**src/design/assert_macros.svh**
```systemverilog
// Assertion macros used by the top-level design file.
`ifndef ASSERT_MACROS_SVH
`define ASSERT_MACROS_SVH

// Implication checked at every clock edge outside reset.
`define PGCM_ASSERT_IMP(lbl, clk, rst_n, ante, cons) \
  lbl: assert property (@(posedge clk) disable iff (!rst_n) (ante) |-> (cons)) \
    else $error("assertion failed");

// Delayed implication: consequent checked after the antecedent, with the delay taken from argument n.
`define PGCM_ASSERT_DLY(lbl, clk, rst_n, ante, n, cons) \
  lbl: assert property (@(posedge clk) disable iff (!rst_n) (ante) |-> ##n (cons)) \
    else $error("assertion failed");

`endif

```
**src/design/pgcm_divider.sv**
```systemverilog
// Pipelined restoring divider, one quotient bit per register stage.
module pgcm_divider #(
  parameter int QW = 10,
  parameter int CW = 26
) (
  input  logic          clk_i,
  input  logic [23:0]   dividend_i,
  input  logic [15:0]   divisor_i,
  output logic [QW-1:0] quot_o
);

  logic [CW-1:0] rem_q [QW];
  logic [QW-1:0] quot_q [QW];

  for (genvar s = 0; s < QW; s++) begin : g_stage
    logic [CW-1:0] rem_in;
    logic [QW-1:0] quot_in;
    logic [CW-1:0] trial;
    if (s == 0) begin : g_first
      assign rem_in  = CW'(dividend_i);
      assign quot_in = '0;
    end else begin : g_next
      assign rem_in  = rem_q[s-1];
      assign quot_in = quot_q[s-1];
    end
    // Divisor aligned to the quotient bit of this stage.
    assign trial = CW'(divisor_i) << (QW - 1 - s);

    always_ff @(posedge clk_i) begin
      if (rem_in >= trial) begin
        rem_q[s]  <= rem_in - trial;
        quot_q[s] <= quot_in | (QW'(1) << (QW - 1 - s));
      end else begin
        rem_q[s]  <= rem_in;
        quot_q[s] <= quot_in;
      end
    end
  end

  assign quot_o = quot_q[QW-1];

endmodule

```
**config.mk**
```make
export PLATFORM = sky130hd
export DESIGN_NAME = pgcm_divider
export DESIGN_NICKNAME = d
export VERILOG_FILES = /design/src/design/assert_macros.svh /design/src/design/pgcm_divider.sv
export SDC_FILE = /design/constraint.sdc
export NUM_CORES = 1
export LEC_CHECK = 0
export BUFFER_PORTS_ARGS = -buffer_cell sky130_fd_sc_hd__buf_4
export CORE_ASPECT_RATIO = 0.75
export CORE_MARGIN = 5
export CORE_UTILIZATION = 50
export DETAILED_ROUTE_END_ITERATION = 8
export GPL_TIMING_DRIVEN = 0
export PLACE_DENSITY = 0.66
export SYNTH_ARGS = -nofsm -noshare
export SYNTH_HDL_FRONTEND = slang
export SYNTH_SLANG_ARGS = --single-unit
```
**constraint.sdc**
```tcl
create_clock -name clk_i -period 7.6 [get_ports clk_i]
set_input_delay 1.52 -clock clk_i [delete_from_list [all_inputs] [get_ports clk_i]]
set_output_delay 1.52 -clock clk_i [all_outputs]
set_load 0.005 [all_outputs]
```
==> metrics.md <==
| Metric | Value |
|---|---|
| Hold_sp | quot_q[1][16] |
| CTS tree | yes |
| Sink Count | 289 |
| Vias | 13000 |
| Ant. Diodes | 0 |
| Max Root-Sink Buffers | 3 |
| Sequential-to-total area share from yosys stat | 36.8% |
| Synthesis Warnings | 0 |
| Synth cell types | 81 |
| Gr ovfl total | 0 |
| Row cnt | 56 |
| WP data required | 8.08 ns |
| Final Skew | 0.0129 ns |
| Core ar. | 0.0311 mm^2 |
| Max Slew Vio Count | 0 |
| DRT iter0 DRCs | 1075 |
| CP Max Fanout | 10 |
| RSZ-0062 raised after global routing | no |
| Most common cell after layout, fill and taps aside | dfxtp_1 |
| Flop2flop setup slack | 4.24 ns |
| Post-DRT Antenna Nets | 0 |
| Most frequent cells in the layout | 289 x dfxtp_1, 159 x ha_1, 147 x a21oi_1 |
| Gr usage total | 24.1% |
| Port-buffer cells | 49 |
| Full die area | 0.0351 mm^2 |
| Hold Crit Depth | 0 |
| Clk root buf | clkbuf_16 |
| Post-synth net total | 1950 |
| Wire per inst | 19.1 um |
| WS Path Type | in2reg |
| Pleak | 7.48 nW |
| Asr flop ratio synth | 0% |
| Syn_area_per_cell | 9.03 um^2 |
| CP endpoint kind | flop |
| Slew @ Worst Pin | 1.00 ns |
| Sequential power share | 32.4% |
| Setup violators final | 0 |
| #FFs+latches synth | 289 |
| DRC | 0 |
| Critical-path top delay cell | nor4_2 |
| Internal | 0.00459 W |
| Setup bufs post-CTS | 0 |
| Clock Latency Late Sink | 0.56 ns |
| Global placer's final weighted congestion | 0.928 |
| Post-synth EDFFs | 0 |
| First-pass GRT wire length | 68.2 mm |
| CP cell instances | buf_4 -> inv_1 -> ha_1 -> and2_1 -> and3_1 -> and3_1 -> nand4_1 -> o21ai_1 -> nor4_2 -> clkbuf_1 -> nand2_1 -> o21ai_0 |
| Total CTS buffers | 29 |
| Final Hold Fails | 0 |
| DIE HEIGHT | 164 um |
| Combinational fraction of design power | 47.7% |
| Share of cells above drive strength 1 | 10.6% |
| Area Overhead vs Synth | 12.0% |
| Sw power | 0.00301 W |
| Hold Path End | quot_q[2][6] |
| Nets | 2030 |
| Final worst path period need | 4.84 ns |
| Final period util | 63.6% |
| Hold Path Class | reg2reg |
| CP max stage delay | 0.77 ns |
| Path depth of the worst reg2reg path | 11 |
| Setup_tns | 0 ns |
| Nature of the critical path startpoint | input pin |
| Max_cap viols | 0 |
| Cell Area, Synth | 0.0157 mm^2 |
| Initial Util | 50.5% |
| Antenna violations before repair | 2 |
| Dominant synthesized flop cell | dfxtp_1 |
| Routed WL | 43.0 mm |
| Critical Path AT | 5.31 ns |
| Hold Worst Slack | 0.322 ns |
| H-tree depth | 1 |
| Detail Placement HPWL | 32.0 mm |
| CTS resizes | 0 |
| Rel. slew slack | 32.2% |
| Pin count of the biggest net entering global routing | 17 |
| Worst VDD drop | 0.000271 V |
| Width of the die | 215 um |
| Crit Reg-Reg Endpoint | rem_q[0][36] |
| Reg-to-Reg Start | rem_q[0][13] |
| Clock-pin transition on the worst setup and hold timing paths | 0.06 ns |
| Via density | 5.79 |
| Number of global-route vias before repair | 12400 |
| PwrDens | 432 mW/mm^2 |
| Crit-path most repeated cell | and3_1 |
| Synthesized netlist cell count | 1741 |
| IO Pins | 51 |
| TritonRoute pass-1 iters | 5 |
| Fmax achieved | 207 MHz |
| Status | finished clean |
| Hold buffers post-CTS | 0 |
| Sw Share | 39.6% |
| Clock power share | 19.9% |
## metal layers
metal | vias to the layer above | global-route usage, % | share of wire (%)
met5 | - | 0 | 0.030
met1 | 6066 | 34.8 | 49
met2 | 423 | 36.4 | 42
met3 | 76 | 5.87 | 7.5
li1 | 6452 | - | -
met4 | 2 | 5.85 | 2.4
## how the worst max path moves through the flow
stage | startpoint | endpoint | slack (ns)
after floorplan | divisor_i[1] | rem_q[2][31] | 3.40
after global placement | divisor_i[1] | rem_q[4][1] | 2.30
after detailed placement | divisor_i[1] | rem_q[4][12] | 2.27
after CTS | divisor_i[1] | rem_q[4][12] | 2.87
after global routing | divisor_i[1] | rem_q[4][14] | 2.58
final | divisor_i[10] | rem_q[4][12] | 2.76
## registers in the layout (all words and copies together) (netlist names)
signal,flops
rem_q,234
quot_q,55
## synth_stat cells, drive strengths merged, types with 24 or more instances
library cell | n | area [um^2]
dfxtp | 289 | 5790
ha | 159 | 1990
a21oi | 148 | 744
nand2 | 135 | 509
o21ai | 134 | 674
nor2 | 124 | 470
xnor2 | 80 | 701
inv | 74 | 278
xor2 | 68 | 596
a21o | 51 | 383
nand3 | 46 | 230
mux2 | 40 | 450
nor3 | 28 | 140
nor2b | 26 | 163
clkbuf | 24 | 90.1
## final cells by class
cell class | count | area [um^2]
Buffer | 45 | 213
Multi-Input combinational cell | 1333 | 9440
Sequential cell | 289 | 5790
Inverter | 74 | 278
Tap cell | 406 | 508
Clock buffer | 34 | 764
Clock inverter | 19 | 249
Timing Repair Buffer | 49 | 368
Fill cell | 2813 | 13500
## cell families (layout without fill, tap and decap cells)
logic type | Yosys count | after routing | share of synthesized area (%)
buffers and inverters | 119 | 221 | 3.12
xor gates and xnor gates | 148 | 148 | 8.25
and+or+nand+nor | 490 | 490 | 15.5
adders and majority gates | 168 | 168 | 13.8
DFF | 289 | 289 | 36.8
muxes | 45 | 45 | 3.18
AOI/OAI and AO/OA | 482 | 482 | 19.3
## worst max-delay path, delay by kind of cell
family	cells	cell delay, ns
compound gates	2	0.27
fa+ha+maj	1	0.43
buf+inv	3	1.32
simple gates	6	1.75
## metrics by stage
step	utilization (%)	cells	setup WS [ns]	power, W	instance area [um^2]
2_1_floorplan	-	1741	3.40	0.00516	15700
3_3_place_gp	53.3	2196	2.30	0.00597	16600
3_5_place_dp	53.3	2196	2.27	0.00604	16600
4_1_cts	56.6	2249	2.87	0.00758	17600
5_1_grt	56.6	2249	2.58	0.00819	17600
6_report	56.6	2249	2.76	0.00760	17600
## power groups by stage
stage / Sequential [W] / Combinational (W) / Clock, W
floorplan: 0.00235 / 0.00281 / 0
global placement: 0.00248 / 0.00350 / 0
detailed placement: 0.00248 / 0.00355 / 0
CTS: 0.00246 / 0.00358 / 0.00154
global route: 0.00252 / 0.00406 / 0.00161
finish: 0.00246 / 0.00363 / 0.00151
No activity file was read; power rests on OpenSTA's default activity.
